### src/design/dpat_pkg.sv
// ----------------------------------------------------------------------------
// dpat_pkg
// Shared types and constants for the distance presence detector with an
// adaptive threshold.
// ----------------------------------------------------------------------------
`default_nettype none

package dpat_pkg;

	// Field widths of the channels and of the configuration port.
	localparam int TIME_W      = 32;
	localparam int DIST_W      = 9;
	localparam int THR_W       = 10;
	localparam int SENSE_W     = 16;
	localparam int SENS_W      = 9;
	localparam int DELAY_W     = 20;
	localparam int PERIOD_W    = 20;
	localparam int CFG_IDX_W   = 3;
	localparam int CFG_DATA_W  = 20;

	// Default number of baseline entries that are averaged.
	localparam int RING_SIZE   = 6;

	// Offset subtracted from the baseline mean.
	localparam int THR_OFFSET  = 10;

	// Reset values of the configuration registers.
	localparam logic                EN_RST      = 1'b1;
	localparam logic [SENSE_W-1:0]  SENSE_RST   = 16'd100;
	localparam logic [SENS_W-1:0]   SENS_RST    = 9'd2;
	localparam logic [DELAY_W-1:0]  DELAY_RST   = 20'd5000;
	localparam logic [DIST_W-1:0]   DEF_THR_RST = 9'd100;
	localparam logic [PERIOD_W-1:0] PERIOD_RST  = 20'd60000;

	// Configuration register indexes.
	typedef enum logic [CFG_IDX_W-1:0] {
		REG_ENABLE          = 3'd0,
		REG_SENSE_INTERVAL  = 3'd1,
		REG_CHANGE_SENS     = 3'd2,
		REG_CLEAR_DELAY     = 3'd3,
		REG_DEFAULT_THR     = 3'd4,
		REG_BASELINE_PERIOD = 3'd5
	} reg_idx_t;

	// Sequencer states.
	typedef enum logic [2:0] {
		S_IDLE,
		S_EVAL,
		S_READ,
		S_DRAIN,
		S_DIV1,
		S_DIV2,
		S_DONE
	} state_t;

	// Commands to the baseline ring memory.
	typedef struct packed {
		logic wr;
		logic rd;
	} ring_cmd_t;

	// Commands to the averaging unit.
	typedef struct packed {
		logic clr;
		logic mul;
	} avg_ctl_t;

endpackage

`default_nettype wire

### src/design/dpat_if.sv
// ----------------------------------------------------------------------------
// dpat_if
// Valid/ready channels for the distance samples and for the detector results.
// ----------------------------------------------------------------------------
`default_nettype none

interface dpat_in_if;
	logic                       valid;
	logic                       ready;
	logic [dpat_pkg::TIME_W-1:0] now_ms;
	logic [dpat_pkg::DIST_W-1:0] distance_cm;

	modport source (output valid, output now_ms, output distance_cm, input ready);
	modport sink   (input valid, input now_ms, input distance_cm, output ready);
endinterface

interface dpat_out_if;
	logic                              valid;
	logic                              ready;
	logic                              sampled;
	logic                              changed;
	logic                              present;
	logic [dpat_pkg::DIST_W-1:0]        held_distance;
	logic signed [dpat_pkg::THR_W-1:0]  threshold;

	modport source (output valid, output sampled, output changed, output present,
		output held_distance, output threshold, input ready);
	modport sink   (input valid, input sampled, input changed, input present,
		input held_distance, input threshold, output ready);
endinterface

`default_nettype wire

### src/design/dpat_ring.sv
// ----------------------------------------------------------------------------
// dpat_ring
// Baseline ring memory: one write port, one registered read port, and a valid
// bit per entry so that unwritten entries read as the default threshold after reset.
// ----------------------------------------------------------------------------
`default_nettype none

module dpat_ring #(
	parameter int RING_SIZE = dpat_pkg::RING_SIZE
) (
	input  wire                           clk,
	input  wire                           arst_n,
	input  wire dpat_pkg::ring_cmd_t      cmd,
	input  wire [$clog2(RING_SIZE)-1:0]   wr_addr,
	input  wire [dpat_pkg::DIST_W-1:0]    wr_data,
	input  wire [$clog2(RING_SIZE)-1:0]   rd_addr,
	input  wire [dpat_pkg::DIST_W-1:0]    def_thr,
	output logic                          term_vld,
	output logic [dpat_pkg::DIST_W-1:0]   term
);

	logic [dpat_pkg::DIST_W-1:0] mem [RING_SIZE];
	logic [RING_SIZE-1:0]        valid_q;
	logic [dpat_pkg::DIST_W-1:0] rd_data_s1;
	logic                        rd_ok_s1;
	logic                        rd_vld_s1;

	// Storage array and registered read data.
	always_ff @(posedge clk) begin
		if (cmd.wr) begin
			mem[wr_addr] <= wr_data;
		end
		if (cmd.rd) begin
			rd_data_s1 <= mem[rd_addr];
		end
	end

	// Entry valid bits and read pipeline control.
	always_ff @(posedge clk or negedge arst_n) begin
		if (!arst_n) begin
			valid_q   <= '0;
			rd_ok_s1  <= 1'b0;
			rd_vld_s1 <= 1'b0;
		end else begin
			if (cmd.wr) begin
				valid_q[wr_addr] <= 1'b1;
			end
			rd_vld_s1 <= cmd.rd;
			if (cmd.rd) begin
				rd_ok_s1 <= valid_q[rd_addr];
			end
		end
	end

	// Empty or zero entries count as the default threshold.
	always_comb begin
		term_vld = rd_vld_s1;
		term     = (rd_ok_s1 && rd_data_s1 != '0) ? rd_data_s1 : def_thr;
	end

endmodule

`default_nettype wire

### src/design/dpat_avg.sv
// ----------------------------------------------------------------------------
// dpat_avg
// Accumulates the ring entries and forms the threshold as the mean minus the
// offset, dividing by the ring size through a reciprocal multiply.
// ----------------------------------------------------------------------------
`default_nettype none

module dpat_avg #(
	parameter int RING_SIZE = dpat_pkg::RING_SIZE
) (
	input  wire                                 clk,
	input  wire dpat_pkg::avg_ctl_t             ctl,
	input  wire                                 term_vld,
	input  wire [dpat_pkg::DIST_W-1:0]          term,
	output logic signed [dpat_pkg::THR_W-1:0]   thr
);

	localparam int SUM_W = $clog2(RING_SIZE * ((1 << dpat_pkg::DIST_W) - 1) + 1);
	localparam int RECIP = (1 << SUM_W) / RING_SIZE;
	localparam int PROD_W = 2 * SUM_W;

	logic [SUM_W-1:0]  sum_q;
	logic [PROD_W-1:0] prod_s1;
	logic [SUM_W-1:0]  quo;
	logic [PROD_W-1:0] back;
	logic [SUM_W-1:0]  rem;
	logic [SUM_W-1:0]  quo_fix;

	// Running sum and the reciprocal product.
	always_ff @(posedge clk) begin
		if (ctl.clr) begin
			sum_q <= '0;
		end else if (term_vld) begin
			sum_q <= sum_q + SUM_W'(term);
		end
		if (ctl.mul) begin
			prod_s1 <= sum_q * SUM_W'(RECIP);
		end
	end

	// The estimate is the exact quotient or one below; one compare fixes it.
	always_comb begin
		quo     = prod_s1[PROD_W-1:SUM_W];
		back    = quo * SUM_W'(RING_SIZE);
		rem     = sum_q - back[SUM_W-1:0];
		quo_fix = (rem >= SUM_W'(RING_SIZE)) ? quo + 1'b1 : quo;
		thr     = $signed({1'b0, quo_fix[dpat_pkg::DIST_W-1:0]})
			- dpat_pkg::THR_W'(dpat_pkg::THR_OFFSET);
	end

endmodule

`default_nettype wire

### src/design/distance_presence_adaptive_threshold.sv
// ----------------------------------------------------------------------------
// distance_presence_adaptive_threshold
// Presence detector for a distance sensor with a threshold that follows a
// slowly sampled baseline kept in a small ring memory.
// ----------------------------------------------------------------------------
// Each input transfer gives exactly one result transfer. An item passes from
// its acceptance through the evaluation state straight to the result state,
// in which its result is loaded, when no baseline sample is due, and through
// the read, drain, DIV1 and DIV2 states first when one is: the ring memory
// has one read port, so the new mean is formed by reading one entry a cycle,
// then the last read data is drained and the reciprocal division runs. A
// result that has not been taken holds the item in the result state until the
// output register is free. The next item is accepted as soon as the previous
// one has reached the output register, even if that result has not been taken
// yet. Configuration writes must only be made while no item is in flight.
`default_nettype none

module distance_presence_adaptive_threshold #(
	parameter int RING_SIZE = dpat_pkg::RING_SIZE
) (
	input  wire                               clk,
	input  wire                               arst_n,
	dpat_in_if.sink                           in_ch,
	dpat_out_if.source                        out_ch,
	input  wire                               cfg_we,
	input  wire [dpat_pkg::CFG_IDX_W-1:0]     cfg_index,
	input  wire [dpat_pkg::CFG_DATA_W-1:0]    cfg_data
);

	localparam int POS_W = $clog2(RING_SIZE);

	// Configuration registers.
	logic                             en_q;
	logic [dpat_pkg::SENSE_W-1:0]     sense_q;
	logic [dpat_pkg::SENS_W-1:0]      sens_q;
	logic [dpat_pkg::DELAY_W-1:0]     delay_q;
	logic [dpat_pkg::DIST_W-1:0]      def_thr_q;
	logic [dpat_pkg::PERIOD_W-1:0]    period_q;

	// Detector state.
	logic [dpat_pkg::TIME_W-1:0]      last_sample_q;
	logic [dpat_pkg::TIME_W-1:0]      last_trigger_q;
	logic [dpat_pkg::TIME_W-1:0]      last_base_q;
	logic [dpat_pkg::DIST_W-1:0]      held_q;
	logic                             present_q;
	logic                             changed_q;
	logic signed [dpat_pkg::THR_W-1:0] thr_q;
	logic [POS_W-1:0]                 pos_q;
	logic                             sampled_q;

	// Item being worked on.
	logic [dpat_pkg::TIME_W-1:0]      now_q;
	logic [dpat_pkg::DIST_W-1:0]      dist_q;
	logic [POS_W-1:0]                 rd_idx_q;

	// Output register.
	logic                             out_vld_q;
	logic                             out_sampled_q;
	logic                             out_changed_q;
	logic                             out_present_q;
	logic [dpat_pkg::DIST_W-1:0]      out_held_q;
	logic signed [dpat_pkg::THR_W-1:0] out_thr_q;

	dpat_pkg::state_t    state_q, state_d;
	dpat_pkg::ring_cmd_t ring_cmd;
	dpat_pkg::avg_ctl_t  avg_ctl;

	logic                             term_vld;
	logic [dpat_pkg::DIST_W-1:0]      term;
	logic signed [dpat_pkg::THR_W-1:0] avg_thr;

	// Evaluation of one item.
	logic [dpat_pkg::TIME_W-1:0]      since_sample;
	logic [dpat_pkg::TIME_W-1:0]      since_trigger;
	logic [dpat_pkg::TIME_W-1:0]      since_base;
	logic                             take;
	logic                             clear_ok;
	logic [dpat_pkg::DIST_W-1:0]      abs_diff;
	logic                             update;
	logic                             trigger;
	logic                             base_due;
	logic                             out_load;

	always_comb begin
		since_sample  = now_q - last_sample_q;
		since_trigger = now_q - last_trigger_q;
		since_base    = now_q - last_base_q;
		take          = en_q && (since_sample >= dpat_pkg::TIME_W'(sense_q));
		clear_ok      = ($signed({2'b00, held_q}) > $signed({thr_q[dpat_pkg::THR_W-1], thr_q})
			|| held_q == '0) && (since_trigger >= dpat_pkg::TIME_W'(delay_q));
		abs_diff      = (dist_q >= held_q) ? dist_q - held_q : held_q - dist_q;
		update        = abs_diff > sens_q;
		trigger       = update && dist_q != '0
			&& $signed({2'b00, dist_q}) < $signed({thr_q[dpat_pkg::THR_W-1], thr_q});
		base_due      = since_base >= dpat_pkg::TIME_W'(period_q);
		out_load      = state_q == dpat_pkg::S_DONE && (!out_vld_q || out_ch.ready);
	end

	// Configuration writes.
	always_ff @(posedge clk or negedge arst_n) begin
		if (!arst_n) begin
			en_q      <= dpat_pkg::EN_RST;
			sense_q   <= dpat_pkg::SENSE_RST;
			sens_q    <= dpat_pkg::SENS_RST;
			delay_q   <= dpat_pkg::DELAY_RST;
			def_thr_q <= dpat_pkg::DEF_THR_RST;
			period_q  <= dpat_pkg::PERIOD_RST;
		end else if (cfg_we) begin
			unique case (dpat_pkg::reg_idx_t'(cfg_index))
				dpat_pkg::REG_ENABLE:          en_q      <= cfg_data[0];
				dpat_pkg::REG_SENSE_INTERVAL:  sense_q   <= cfg_data[dpat_pkg::SENSE_W-1:0];
				dpat_pkg::REG_CHANGE_SENS:     sens_q    <= cfg_data[dpat_pkg::SENS_W-1:0];
				dpat_pkg::REG_CLEAR_DELAY:     delay_q   <= cfg_data[dpat_pkg::DELAY_W-1:0];
				dpat_pkg::REG_DEFAULT_THR:     def_thr_q <= cfg_data[dpat_pkg::DIST_W-1:0];
				dpat_pkg::REG_BASELINE_PERIOD: period_q  <= cfg_data[dpat_pkg::PERIOD_W-1:0];
				default: ;
			endcase
		end
	end

	// State register.
	always_ff @(posedge clk or negedge arst_n) begin
		if (!arst_n) begin
			state_q <= dpat_pkg::S_IDLE;
		end else begin
			state_q <= state_d;
		end
	end

	// Next state and commands to the ring and the averaging unit.
	always_comb begin
		state_d     = state_q;
		ring_cmd    = '0;
		avg_ctl     = '0;
		in_ch.ready = 1'b0;
		unique case (state_q)
			dpat_pkg::S_IDLE: begin
				in_ch.ready = 1'b1;
				if (in_ch.valid) begin
					state_d = dpat_pkg::S_EVAL;
				end
			end
			dpat_pkg::S_EVAL: begin
				avg_ctl.clr = 1'b1;
				if (take && base_due) begin
					ring_cmd.wr = 1'b1;
					state_d     = dpat_pkg::S_READ;
				end else begin
					state_d = dpat_pkg::S_DONE;
				end
			end
			dpat_pkg::S_READ: begin
				ring_cmd.rd = 1'b1;
				if (rd_idx_q == POS_W'(RING_SIZE - 1)) begin
					state_d = dpat_pkg::S_DRAIN;
				end
			end
			dpat_pkg::S_DRAIN: begin
				state_d = dpat_pkg::S_DIV1;
			end
			dpat_pkg::S_DIV1: begin
				avg_ctl.mul = 1'b1;
				state_d     = dpat_pkg::S_DIV2;
			end
			dpat_pkg::S_DIV2: begin
				state_d = dpat_pkg::S_DONE;
			end
			dpat_pkg::S_DONE: begin
				if (out_load) begin
					state_d = dpat_pkg::S_IDLE;
				end
			end
			default: state_d = dpat_pkg::S_IDLE;
		endcase
	end

	// Item capture and the ring read counter.
	always_ff @(posedge clk) begin
		if (in_ch.valid && in_ch.ready) begin
			now_q  <= in_ch.now_ms;
			dist_q <= in_ch.distance_cm;
		end
		if (state_q == dpat_pkg::S_EVAL) begin
			rd_idx_q <= '0;
		end else if (ring_cmd.rd) begin
			rd_idx_q <= rd_idx_q + 1'b1;
		end
	end

	// Detector state update.
	always_ff @(posedge clk or negedge arst_n) begin
		if (!arst_n) begin
			last_sample_q  <= '0;
			last_trigger_q <= '0;
			last_base_q    <= '0;
			held_q         <= '0;
			present_q      <= 1'b0;
			changed_q      <= 1'b0;
			thr_q          <= dpat_pkg::THR_W'(signed'({1'b0, dpat_pkg::DEF_THR_RST}));
			pos_q          <= '0;
			sampled_q      <= 1'b0;
		end else begin
			if (state_q == dpat_pkg::S_EVAL) begin
				sampled_q <= take;
				if (take) begin
					last_sample_q <= now_q;
					changed_q     <= update;
					if (update) begin
						held_q <= dist_q;
					end
					if (trigger) begin
						present_q      <= 1'b1;
						last_trigger_q <= now_q;
					end else if (clear_ok) begin
						present_q <= 1'b0;
					end
					if (base_due) begin
						last_base_q <= now_q;
						pos_q <= (pos_q == POS_W'(RING_SIZE - 1)) ? '0 : pos_q + 1'b1;
					end
				end
			end
			if (state_q == dpat_pkg::S_DIV2) begin
				thr_q <= avg_thr;
			end
		end
	end

	// Output register: loads while the previous result is taken or gone.
	always_ff @(posedge clk or negedge arst_n) begin
		if (!arst_n) begin
			out_vld_q <= 1'b0;
		end else if (out_load) begin
			out_vld_q <= 1'b1;
		end else if (out_ch.ready) begin
			out_vld_q <= 1'b0;
		end
	end

	always_ff @(posedge clk) begin
		if (out_load) begin
			out_sampled_q <= sampled_q;
			out_changed_q <= changed_q;
			out_present_q <= present_q;
			out_held_q    <= held_q;
			out_thr_q     <= thr_q;
		end
	end

	always_comb begin
		out_ch.valid         = out_vld_q;
		out_ch.sampled       = out_sampled_q;
		out_ch.changed       = out_changed_q;
		out_ch.present       = out_present_q;
		out_ch.held_distance = out_held_q;
		out_ch.threshold     = out_thr_q;
	end

	dpat_ring #(
		.RING_SIZE (RING_SIZE)
	) u_ring (
		.clk      (clk),
		.arst_n   (arst_n),
		.cmd      (ring_cmd),
		.wr_addr  (pos_q),
		.wr_data  (dist_q),
		.rd_addr  (rd_idx_q),
		.def_thr  (def_thr_q),
		.term_vld (term_vld),
		.term     (term)
	);

	dpat_avg #(
		.RING_SIZE (RING_SIZE)
	) u_avg (
		.clk      (clk),
		.ctl      (avg_ctl),
		.term_vld (term_vld),
		.term     (term),
		.thr      (avg_thr)
	);

	// The ring write pointer always names an existing entry.
	a_pos_range: assert property (@(posedge clk) disable iff (!arst_n)
		int'(pos_q) < RING_SIZE)
		else $error("ring position out of range");

	// The threshold stays within the mean-minus-offset range.
	a_thr_range: assert property (@(posedge clk) disable iff (!arst_n)
		thr_q >= -dpat_pkg::THR_W'(dpat_pkg::THR_OFFSET) && thr_q <= 10'sd501)
		else $error("threshold out of range");

	// Read data is only returned in the cycle after a sweep read.
	a_term_timing: assert property (@(posedge clk) disable iff (!arst_n)
		term_vld |-> state_q == dpat_pkg::S_READ || state_q == dpat_pkg::S_DRAIN)
		else $error("ring read data outside the averaging sweep");

	// The division always completes into the result state.
	a_div_done: assert property (@(posedge clk) disable iff (!arst_n)
		state_q == dpat_pkg::S_DIV2 |=> state_q == dpat_pkg::S_DONE)
		else $error("division did not finish");

endmodule

`default_nettype wire

### src/flat_wrapper.sv
// flat-port wrapper written by rule: the top's interface ports become plain ports
module distance_presence_adaptive_threshold_flat 
#(
	parameter int RING_SIZE = dpat_pkg::RING_SIZE
)
  (clk, arst_n, cfg_we, cfg_index, cfg_data, in_ch_valid, in_ch_now_ms, in_ch_distance_cm, in_ch_ready, out_ch_valid, out_ch_sampled, out_ch_changed, out_ch_present, out_ch_held_distance, out_ch_threshold, out_ch_ready);
  dpat_in_if in_ch_i ();
  dpat_out_if out_ch_i ();
  input  wire clk;
  input  wire arst_n;
  input  wire cfg_we;
  input  wire [dpat_pkg::CFG_IDX_W-1:0] cfg_index;
  input  wire [dpat_pkg::CFG_DATA_W-1:0] cfg_data;
  input wire logic [$bits(in_ch_i.valid)-1:0] in_ch_valid;
  input wire logic [$bits(in_ch_i.now_ms)-1:0] in_ch_now_ms;
  input wire logic [$bits(in_ch_i.distance_cm)-1:0] in_ch_distance_cm;
  output wire logic [$bits(in_ch_i.ready)-1:0] in_ch_ready;
  output wire logic [$bits(out_ch_i.valid)-1:0] out_ch_valid;
  output wire logic [$bits(out_ch_i.sampled)-1:0] out_ch_sampled;
  output wire logic [$bits(out_ch_i.changed)-1:0] out_ch_changed;
  output wire logic [$bits(out_ch_i.present)-1:0] out_ch_present;
  output wire logic [$bits(out_ch_i.held_distance)-1:0] out_ch_held_distance;
  output wire logic [$bits(out_ch_i.threshold)-1:0] out_ch_threshold;
  input wire logic [$bits(out_ch_i.ready)-1:0] out_ch_ready;
  assign in_ch_i.valid = in_ch_valid;
  assign in_ch_i.now_ms = in_ch_now_ms;
  assign in_ch_i.distance_cm = in_ch_distance_cm;
  assign in_ch_ready = in_ch_i.ready;
  assign out_ch_valid = out_ch_i.valid;
  assign out_ch_sampled = out_ch_i.sampled;
  assign out_ch_changed = out_ch_i.changed;
  assign out_ch_present = out_ch_i.present;
  assign out_ch_held_distance = out_ch_i.held_distance;
  assign out_ch_threshold = out_ch_i.threshold;
  assign out_ch_i.ready = out_ch_ready;
  distance_presence_adaptive_threshold #(.RING_SIZE(RING_SIZE)) u_core (.clk(clk), .arst_n(arst_n), .in_ch(in_ch_i), .out_ch(out_ch_i), .cfg_we(cfg_we), .cfg_index(cfg_index), .cfg_data(cfg_data));
endmodule
### config.mk
export PLATFORM = sky130hd
export DESIGN_NAME = distance_presence_adaptive_threshold_flat
export DESIGN_NICKNAME = d
export VERILOG_FILES = /design/src/design/dpat_pkg.sv /design/src/design/dpat_if.sv /design/src/design/dpat_ring.sv /design/src/design/dpat_avg.sv /design/src/design/distance_presence_adaptive_threshold.sv /design/src/flat_wrapper.sv
export SDC_FILE = /design/constraint.sdc
export NUM_CORES = 1
export LEC_CHECK = 0
export BUFFER_PORTS_ARGS = -buffer_cell sky130_fd_sc_hd__buf_2
export CAP_MARGIN = 5
export CORE_ASPECT_RATIO = 1.5
export CORE_MARGIN = 1
export CORE_UTILIZATION = 60
export DETAILED_ROUTE_END_ITERATION = 10
export GPL_ROUTABILITY_DRIVEN = 0
export GPL_TIMING_DRIVEN = 1
export PLACE_DENSITY = 0.78
export RECOVER_POWER = 100
export SYNTH_ARGS = -nofsm -noshare
export SYNTH_HDL_FRONTEND = slang
export SYNTH_SLANG_ARGS = --single-unit
### constraint.sdc
create_clock -name clk -period 14.8 [get_ports clk]
set_input_delay 1.48 -clock clk [delete_from_list [all_inputs] [get_ports clk]]
set_output_delay 1.48 -clock clk [all_outputs]
set_load 0.02 [all_outputs]
# After elaboration in Yosys (flattened, before gate mapping)
# Memory sizes are Yosys's and may differ from the RTL's. A register that Yosys moved wholly into a read port is not among the register bits.
# Index checks and enable logic that the tools add are counted.
# classes
eq_ne,16
n_mul,2
bitwise,1
n_lt_le_gt_ge,11
n_mux,25
n_reduce_logical,31
addsub,11
# ops
operator,n
32-bit subtractor,3
32-bit by 20-bit greater-or-equal comparator with 1-bit output,2
32-bit by 16-bit greater-or-equal comparator with 1-bit output,1
9-bit two-way mux,3
3-bit equality test (second input constant),7
12-bit by 9-bit multiplier with 21-bit output (second input constant),1
3-bit one-hot mux with 7 select lines,1
9-bit nonzero test,2
9-bit subtractor,2
3-bit two-way mux,5
3-bit AND reduction,5
1-bit two-way mux,14
2-bit AND reduction,7
12-bit by 9-bit adder with 12-bit output,1
3-bit by 2-bit equality test with 1-bit output (second input constant),4
12-bit by 3-bit greater-or-equal comparator with 1-bit output (second input constant),1
12-bit subtractor,1
10-bit by 2-bit multiplier with 11-bit output (second input constant),1
10-bit > comparator,1
10-bit < comparator,1
9-bit by 4-bit subtractor with 10-bit output (second input constant),1
9-bit by 1-bit adder with 9-bit output (second input constant),1
9-bit greater-or-equal comparator,1
9-bit > comparator,1
other kinds (15),30
# totals
in_bits,69
register_bits,307
n_memories,1
mem_bits_rw,54
# mem_list
memory,depth,word_bits,rd,rd_ports_with_merged_regs,write_ports,line_no,rtl
u_core.u_ring.mem,6,9,1,1,1,dpat_ring.sv:22,logic [dpat_pkg::DIST_W-1:0] mem [RING_SIZE];

# Depth between registers and ports, before layout
# Gate-level depths: netlist of run 1.
# depth
depth_word,8
ltp_mapped,26
ltp_nobuf,25

# Cells and area by module
# A second synthesis of run 1 with hierarchy kept.
# unflattened
cells_unflattened,2476
hier_area_um2,25001.5
# by_module_without_submodules
mod,cells_per_inst,area_each_um2,instances
distance_presence_adaptive_threshold,1879,18238.7,1
dpat_avg,450,3997.6,1
dpat_ring,147,2765.2,1

# Worst setup path after synthesis of run 1
# No wires, ideal clock.
# synth_timing
kind,register to register
startpoint,reg u_core.now_q[0] in the netlist's numbering
endpoint,"mem u_core.u_ring.mem[1][0] in the netlist's numbering, enable pin"
period_less_slack_ns,5.547
path_slack_ns,9.253
setup_time_ns,0.407
arrival_time_ns,5.140
path_stages_with_launch,21
path_cell_list,edfxtp_1 -> inv_1 -> ha_1 -> inv_1 -> fa_1 -> a21o_1 -> a311o_1 -> a31oi_1 -> o21ai_0 -> xnor2_1 -> ha_1 -> nand2_1 -> o21ai_0 -> a211oi_1 -> o32ai_1 -> a2111oi_0 -> nand4_1 -> nor4_1 -> a31oi_1 -> nand2_4 -> nor4b_1
# synth_via
elab_chain_len,8
elab_cells_between_ends,10
# synth_lines
element,line_no,rtl
from (decl),distance_presence_adaptive_threshold.sv:52,logic [dpat_pkg::TIME_W-1:0] now_q;
from (signal assigned),distance_presence_adaptive_threshold.sv:180,now_q <= in_ch.now_ms;
32-bit subtractor,distance_presence_adaptive_threshold.sv:85,since_sample = now_q - last_sample_q;
32-bit by 16-bit greater-or-equal comparator with 1-bit output,distance_presence_adaptive_threshold.sv:88,take = en_q && (since_sample >= dpat_pkg::TIME_W'(sense_q));
1-bit logical AND,distance_presence_adaptive_threshold.sv:88,
1-bit logical AND *,distance_presence_adaptive_threshold.sv:145,if (take && base_due) begin
1-bit two-way mux *,distance_presence_adaptive_threshold.sv:145,
1-bit two-way mux *,distance_presence_adaptive_threshold.sv:136,unique case (state_q)
1-bit two-way mux *,dpat_ring.sv:30,if (cmd.wr) begin
1-bit two-way mux (not written as such) *,dpat_ring.sv:31,mem[wr_addr] <= wr_data;
to (decl),dpat_ring.sv:22,
# Every way passes the cells marked *; elsewhere a longest branch is shown, timed or not.

# Final worst setup path of run 1
# layout_timing
startpoint,reg u_core.now_q[0] in the netlist's numbering
endpoint,"mem u_core.u_ring.mem[2][4] in the netlist's numbering, enable pin"
# The elaborated chain is that of the path after synthesis.

==> run summary, run 1 <==
Status = complete, but fails checks
Failing checks = max-capacitance violations, max-slew violations
Max VDD drop = 0.0001714 V
Count of final setup violators = 0
Yosys warns = 0
GRT Total Usage = 29.43%
Largest family of logic cells by synthesized area = adder cells
Placed wire-length estimate = 45.28 mm
DP Worst Slack = 7913 ps
Part of the cycle the worst path needs = 59.12%
Netlist cell types = 83
CP Launch Type = register
CTS tree = yes
Site Rows = 90
H-tree depth = 2
Sw power = 3085 uW
Vias in the first global route = 19070
Simple-gate share of the synthesized area = 9.596%
Post-synth EDFFs = 136
Slew margin rel. = -174.3%
Register area share after synthesis = 39.36%
TritonCTS Buffers = 37
Synth Area per Inst = 10.31 um^2
Placed cell area = 25420 um^2
Post-Synth XOR/XNOR Area = 4.015%
Clock Tree Buf Depth = 3
Initial Util = 60.78%
Synth Register Bits = 359
IO Pins = 93
Int Pwr = 3736 uW
Unrepaired setup endpoints after global routing = false
1st-iter DRT viols = 1123
Adder-Cell Fraction of Synth Area = 16.45%
Final min period = 8750 ps
Sequential standard cell area = 9618 um^2
Routed wire length = 60.09 mm
DRT antenna net count = 0
Die area = 41550 um^2
Design Area, Final = 26430 um^2
Routed WL per cell = 20.06 um
Initial antenna violation count = 0
Main flop type after synthesis = dfrtp_1
Switching share of power = 45.22%
Hold_buf cts = 0
Footprint of the multi-input gates = 13360 um^2
Sequential share of power = 24.6%
DR vias/cell = 6.172
Die X = 166.8 um
Max-slew violation count = 381
Fillers = 3158
Ant diodes = 0
First-pass GRT wire length = 97.29 mm
Final hold vios = 0
LEAKAGE = 0.01184 uW
Pin count of the biggest net entering global routing = 78
Slew of the pin with the lowest slew margin = 4115 ps
Syn nets = 2740
Areal power density over the cells = 258.1 nW/um^2
Hold Slack = 473.6 ps
Worst min path class = reg2reg
Synth Area in Compound Gates = 15.15%
Comb power frac = 61.4%
Critical path type = reg2reg
Cells after Synth = 2369
Max cap viols = 8
Share of cells above drive strength 1 = 12.09%
Critical Path RT = 15000 ps
Setup TNS = 0 ps
CP Capture Type = register
Async S/R FF share, synth = 57.94%
Mux share of post-synthesis cell area = 9.919%
Clock Tree Root = clkbuf_16
Power Total = 6821 uW
I/O Buffers = 92
Reg clk slew, reported paths = 70 ps
Syn-to-layout area delta = 8.158%
Clock Sinks = 359
Power share of the clock group = 14.1%
Post-synthesis cell area = 24430 um^2
Final net count = 2831
DRC viols = 0
Worst path arrival time = 8950 ps
Later-pin clock latency in the skew report = 560 ps
CP max FO = 44
PnR worst setup slack = 6050 ps
FMAX = 114.3 MHz
PostCTS Resize Cnt = 0
Height of the die = 249.2 um
GRT overflow = 0
Post-CTS Setup Bufs = 0
Clock skew = 24.66 ps
CORE AREA = 40200 um^2
DRT Pass-1 Iters = 5
Via count = 18490
-- through the flow --
| step | utilization, % | cells |
|---|---|---|
| final | 65.74 | 2995 |
| after CTS | 66.28 | 2994 |
| after floorplan | - | 2369 |
| after detailed placement | 63.23 | 2926 |
| after global placement | 63.23 | 2926 |
| after global routing | 65.74 | 2995 |
-- per-layer routing --
layer	up-vias	routed length, um	part of all wire, %	GRT usage (%)
li1	8687	-	-	-
met1	9024	22800	38	32.32
met2	565	31350	52	54.44
met3	209	2436	4.1	3.781
met4	0	3505	5.8	16.40
met5	-	0	0	0
-- cell usage after synthesis (35+ instances only) --
cell	instances	area, um^2
ha_1	270	3378
edfxtp_1	136	4084
xor2_1	39	341.6
inv_1	289	1085
a21o_1	63	473.0
a21oi_1	132	660.6
nand2_1	137	514.2
xnor2_1	73	639.4
dfrtp_1	185	4629
o21ai_0	114	570.6
nor2_1	138	518.0
o21a_1	45	337.8
mux2_2	133	1498
nor3_1	35	175.2
clkbuf_1	40	150.1
-- registers in the layout, summed over array words and instances, names as in the netlist, 12 cells and up --
name                   flops
u_core.last_trigger_q     32
u_core.sense_q            16
u_core.last_base_q        32
u_core.now_q              32
u_core.u_avg.sum_q        12
u_core.period_q           20
u_core.last_sample_q      32
u_core.u_ring.mem         54
u_core.delay_q            20
-- area by class of cell --
cell class                 count  area share, %
multi-input combinational   1663          50.54
timing repair buffer         110          1.913
clock inverter                19         0.9753
inverter                     289          4.105
clock buffer                  49          3.674
sequential                   359          36.40
tap                          506          2.396
-- kinds of logic after synthesis --
family                     count (synthesis)
DFF                                      359
adders and majority gates                302
buffers and inverters                    347
and+or+nand+nor                          488
xor gates and xnor gates                 112
AOI/OAI and AO/OA                        562
muxes                                    199
-- power groups by stage --
stage	Sequential, uW	Combinational (uW)	Clock, uW
after global placement	1670	3970	0
after global routing	1710	4690	1010
after floorplan	1580	3210	0
final	1680	4190	958
after detailed placement	1680	4150	0
after CTS	1670	4200	973
-- layout by cell type (no fill, tap or decap), types with 21 or more instances in the layout --
cell type  netlist  routed
dfrtp_1        185     185
o21a_1          45      45
ha_1           270     270
clkbuf_1        40      56
a21o_1          63      63
nor2_1         138     138
o21ai_0        114     125
a211oi_1        22      22
mux2i_1         28      28
clkbuf_16        0      37
buf_2            8      62
nor3_1          35      35
nand3_1         31      31
xor2_1          39      39
xnor2_1         73      73
inv_1          289     289
a21oi_1        132     132
nand2_1        137     138
mux2_2         133     130
o211ai_1        21      21
mux2_1           0      31
nand2b_1        24      24
fa_1            32      32
nand4_1         23      23
edfxtp_1       136     136
-- path summary, 6_finish.rpt --
path / end / slack, ps / startpoint / depth (start not counted)
min reg2reg: u_core.u_ring.valid_q[0]$_DFFE_PN0P_ / 470 / u_core.u_ring.valid_q[0]$_DFFE_PN0P_ / 1
min in group asynchronous: u_core.delay_q[5]$_DFFE_PN0P_ / 2090 / arst_n / 1
min: u_core.u_ring.valid_q[0]$_DFFE_PN0P_ / 470 / u_core.u_ring.valid_q[0]$_DFFE_PN0P_ / 1
max reg2reg: u_core.u_ring.mem[2][4]$_DFFE_PP_ / 6050 / u_core.now_q[0]$_DFFE_PP_ / 22
max: u_core.u_ring.mem[2][4]$_DFFE_PP_ / 6050 / u_core.now_q[0]$_DFFE_PP_ / 22
max in group asynchronous: u_core.last_sample_q[23]$_DFFE_PN0P_ / 7480 / arst_n / 2
-- worst max-delay path: stages (launching register included) --
cell and delay (ps):
edfxtp_1 380, inv_1 150, ha_1 190, inv_1 50, fa_1 400, a21o_1 210, a311o_1 400, a31oi_1 640
o21ai_0 230, xnor2_1 170, ha_1 290, nand2_1 50, o21ai_0 200, a211oi_1 80, o32ai_1 330, a2111oi_0 130
nand4_1 130, nor4_1 60, a31oi_1 250, nand2_1 1030, nor2_4 350, clkbuf_1 1930, and3_1 710
Note: power is estimated with default switching activity, not from simulation.
==> run 2: changes to the inputs <==
Clock period 14.8 ns to 8.4 ns, I/O delays scaled along.
==> run 2 against run 1 <==
  * The flow still finishes with violations (max-capacitance violations, max-slew violations)
  * Sequential share of layout area hardly changed
  * Flip-flop and latch count did not move
  * Total power up 76%
  * Via count is 0.18% higher
  * Critical endpoint is now u_core.u_ring.mem[3][3]$_DFFE_PP_
  * Largest power group unchanged
==> run summary, run 2 (synthesis gave the netlist of run 1 again) <==
FMAX = 143.0 MHz (+25%)
H-tree depth = 2 (unchanged)
Site Rows = 90 (unchanged)
Areal power density over the cells = 453.4 nW/um^2 (+76%)
Final net count = 2831 (unchanged)
CP Launch Type = register
Post-CTS Setup Bufs = 0 (unchanged)
Slowest stage delay, CP = 570 ps (-1360 ps)
Initial Util = 60.78% (unchanged)
Clock Tree Buf Depth = 3 (unchanged)
Critical path type = reg2reg
Initial antenna violation count = 0 (unchanged)
Setup TNS = 0 ps (unchanged)
First-pass GRT wire length = 97.63 mm (+0.35%)
IO Pins = 93 (unchanged)
Height of the die = 249.2 um (unchanged)
Most frequent cells in the layout = 289 x inv_1, 270 x ha_1, 185 x dfrtp_1
DRT antenna net count = 0 (unchanged)
PostCTS Resize Cnt = 0 (unchanged)
Die area = 41550 um^2 (unchanged)
I/O Buffers = 92 (unchanged)
Flop-to-flop setup slack = 1410 ps (-4640 ps)
Worst hold path cell count = 1 (unchanged)
Hold endpoint = u_core.dist_q[6]$_DFFE_PP_
Clock skew = 34.76 ps (+10.10 ps)
Count of final setup violators = 0 (unchanged)
DR vias/cell = 6.183 (+0.18%)
Worst R2R End = u_core.u_ring.mem[3][3]$_DFFE_PP_
Worst r2r path cells = 24 (+9.1%)
DRT Pass-1 Iters = 5 (unchanged)
Final hold vios = 0 (unchanged)
Critical Path, Cell by Cell = ha_1 > nor2b_1 > o31a_1 > o41ai_1 > o21ai_0 > nand2_1 > a21oi_1 > o21a_1 > o21a_1 > o21a_1 > mux2i_1 > nand2_1 > ha_1 > and4_1 > a211oi_1 > o211ai_1 > or4_1 > a211oi_1 > o2111ai_1 > nor4_1 > o311a_1 > nor2_4 > buf_4 > and2_0
Clock Tree Root = clkbuf_16
Routed WL per cell = 20.20 um (+0.71%)
Part of the cycle the worst path needs = 83.24% (+24 points)
Fillers = 3160 (+0.063%)
Max-slew violation count = 185 (-51%)
Share of cells above drive strength 1 = 12.17% (+0.080 points)
Reg clk slew, reported paths = 60 ps (about the same)
Clock Sinks = 359 (unchanged)
Via count = 18520 (+0.18%)
Ant diodes = 0 (unchanged)
Most frequent CP cell = o21a_1
GRT overflow = 0 (unchanged)
Slew margin rel. = -159.5% (+15 points)
Max cap viols = 4 (-4)
Failing checks = max-capacitance violations, max-slew violations
Final min period = 6992 ps (-1758 ps)
CP Capture Type = register
Pin count of the biggest net entering global routing = 78 (unchanged)
Status = complete, but fails checks
Critical R2R Launch = u_core.now_q[1]$_DFFE_PP_
TritonCTS Buffers = 37 (unchanged)
Routed wire length = 60.51 mm (+0.71%)
Critical Path RT = 8620 ps (-6380 ps)
Hold_sp = in_ch_distance_cm[6]
DP Worst Slack = 1521 ps (-6392 ps)
Slowest CP cell = edfxtp_1
DRC viols = 0 (unchanged)
Slew of the pin with the lowest slew margin = 3892 ps (-223.0 ps)
Max VDD drop = 0.0002663 V (+55%)
Worst min path class = in2reg
Largest register FFs = 54 (unchanged)
Leading cell type in the layout, fill and taps excluded = inv_1
Critical path's top delay family = compound AO/OA/AOI/OAI gates
PnR worst setup slack = 1408 ps (-4642 ps)
CORE AREA = 40200 um^2 (unchanged)
Syn-to-layout area delta = 8.255% (about the same)
CTS tree = yes
Vias in the first global route = 19010 (-0.29%)
Power Total = 11990 uW (+76%)
GRT Total Usage = 29.63% (+0.19 points)
Die X = 166.8 um (unchanged)
Later-pin clock latency in the skew report = 570 ps (about the same)
Bufs and invs on worst path = 1 (-2)
Placed wire-length estimate = 45.35 mm (+0.17%)
Hold_buf cts = 0 (unchanged)
Worst path arrival time = 7220 ps (-1730 ps)
CP Depth = 24 (+9.1%)
Crit path from = u_core.now_q[1]$_DFFE_PP_
CP max FO = 44 (unchanged)
Unrepaired setup endpoints after global routing = false
LEAKAGE = 0.01186 uW (+0.20%)
1st-iter DRT viols = 1253 (+12%)
Largest register by flop count = u_core.u_ring.mem
==> run 2: cell count changes in the layout (fill, tap and decap cells not counted), moves of 2 or more <==
cell / delta
buf_4: +3
clkbuf_1: -3
clkinv_16: +2
clkinv_4: +2
clkinvlp_4: -2
==> run 2: worst max path at each step <==
stage / end / slack [ps]
floorplan: u_core.u_ring.mem[1][0]$_DFFE_PP_ / 2850
global placement: u_core.u_ring.mem[2][0]$_DFFE_PP_ / 1730
detailed placement: u_core.u_ring.mem[2][0]$_DFFE_PP_ / 1520
CTS: u_core.u_ring.mem[5][8]$_DFFE_PP_ / 1500
global route: u_core.u_ring.rd_ok_s1$_DFFE_PN0P_ / 790
finish: u_core.u_ring.mem[3][3]$_DFFE_PP_ / 1410
==> run 2: worst register-to-register path, delay by kind of cell, from the launching register on <==
kind | cells | cell delay [ps]
flops | 1 | 570
buf+inv | 1 | 340
simple gates | 8 | 1820
mux | 1 | 150
fa+ha+maj | 2 | 660
compound gates | 12 | 3140
==> run 2: final cells by class <==
cell class / instances / area [um^2] / share of cell area (%)
Timing Repair Buffer: 110 / 516.7 / 1.954
Clock inverter: 17 / 245.2 / 0.9272
Tap cell: 506 / 633.1 / 2.394
Sequential cell: 359 / 9618 / 36.36
Clock buffer: 51 / 988.4 / 3.737
Multi-Input combinational cell: 1663 / 13360 / 50.53
Inverter: 289 / 1085 / 4.101
==> run 2: layer usage <==
layer	wire, um	track usage (%)	vias up	part of all wire [%]
met3	2388	3.670	218	3.9
met4	3536	15.93	0	5.8
met5	0	0	-	0
met1	23040	32.77	9065	38
li1	-	-	8683	-
met2	31550	54.90	552	52
==> run 2: power breakdown <==
part	internal, uW	switching [uW]	total, uW
logic	3160	4210	7360
clock network	939	733	1670
registers	2460	494	2960
total	6560	5430	12000
==> run 2: through the flow <==
stage / hold WS [ps] / std cells / utilization, % / cell area, um^2
3_3_place_gp: 434.8 / 2926 / 63.23 / 25420
5_1_grt: 433.5 / 2995 / 65.80 / 26450
3_5_place_dp: 439.4 / 2926 / 63.23 / 25420
4_1_cts: 220.0 / 2994 / 66.30 / 26650
6_report: 447.7 / 2995 / 65.80 / 26450
2_1_floorplan: 418.6 / 2369 / - / 24430
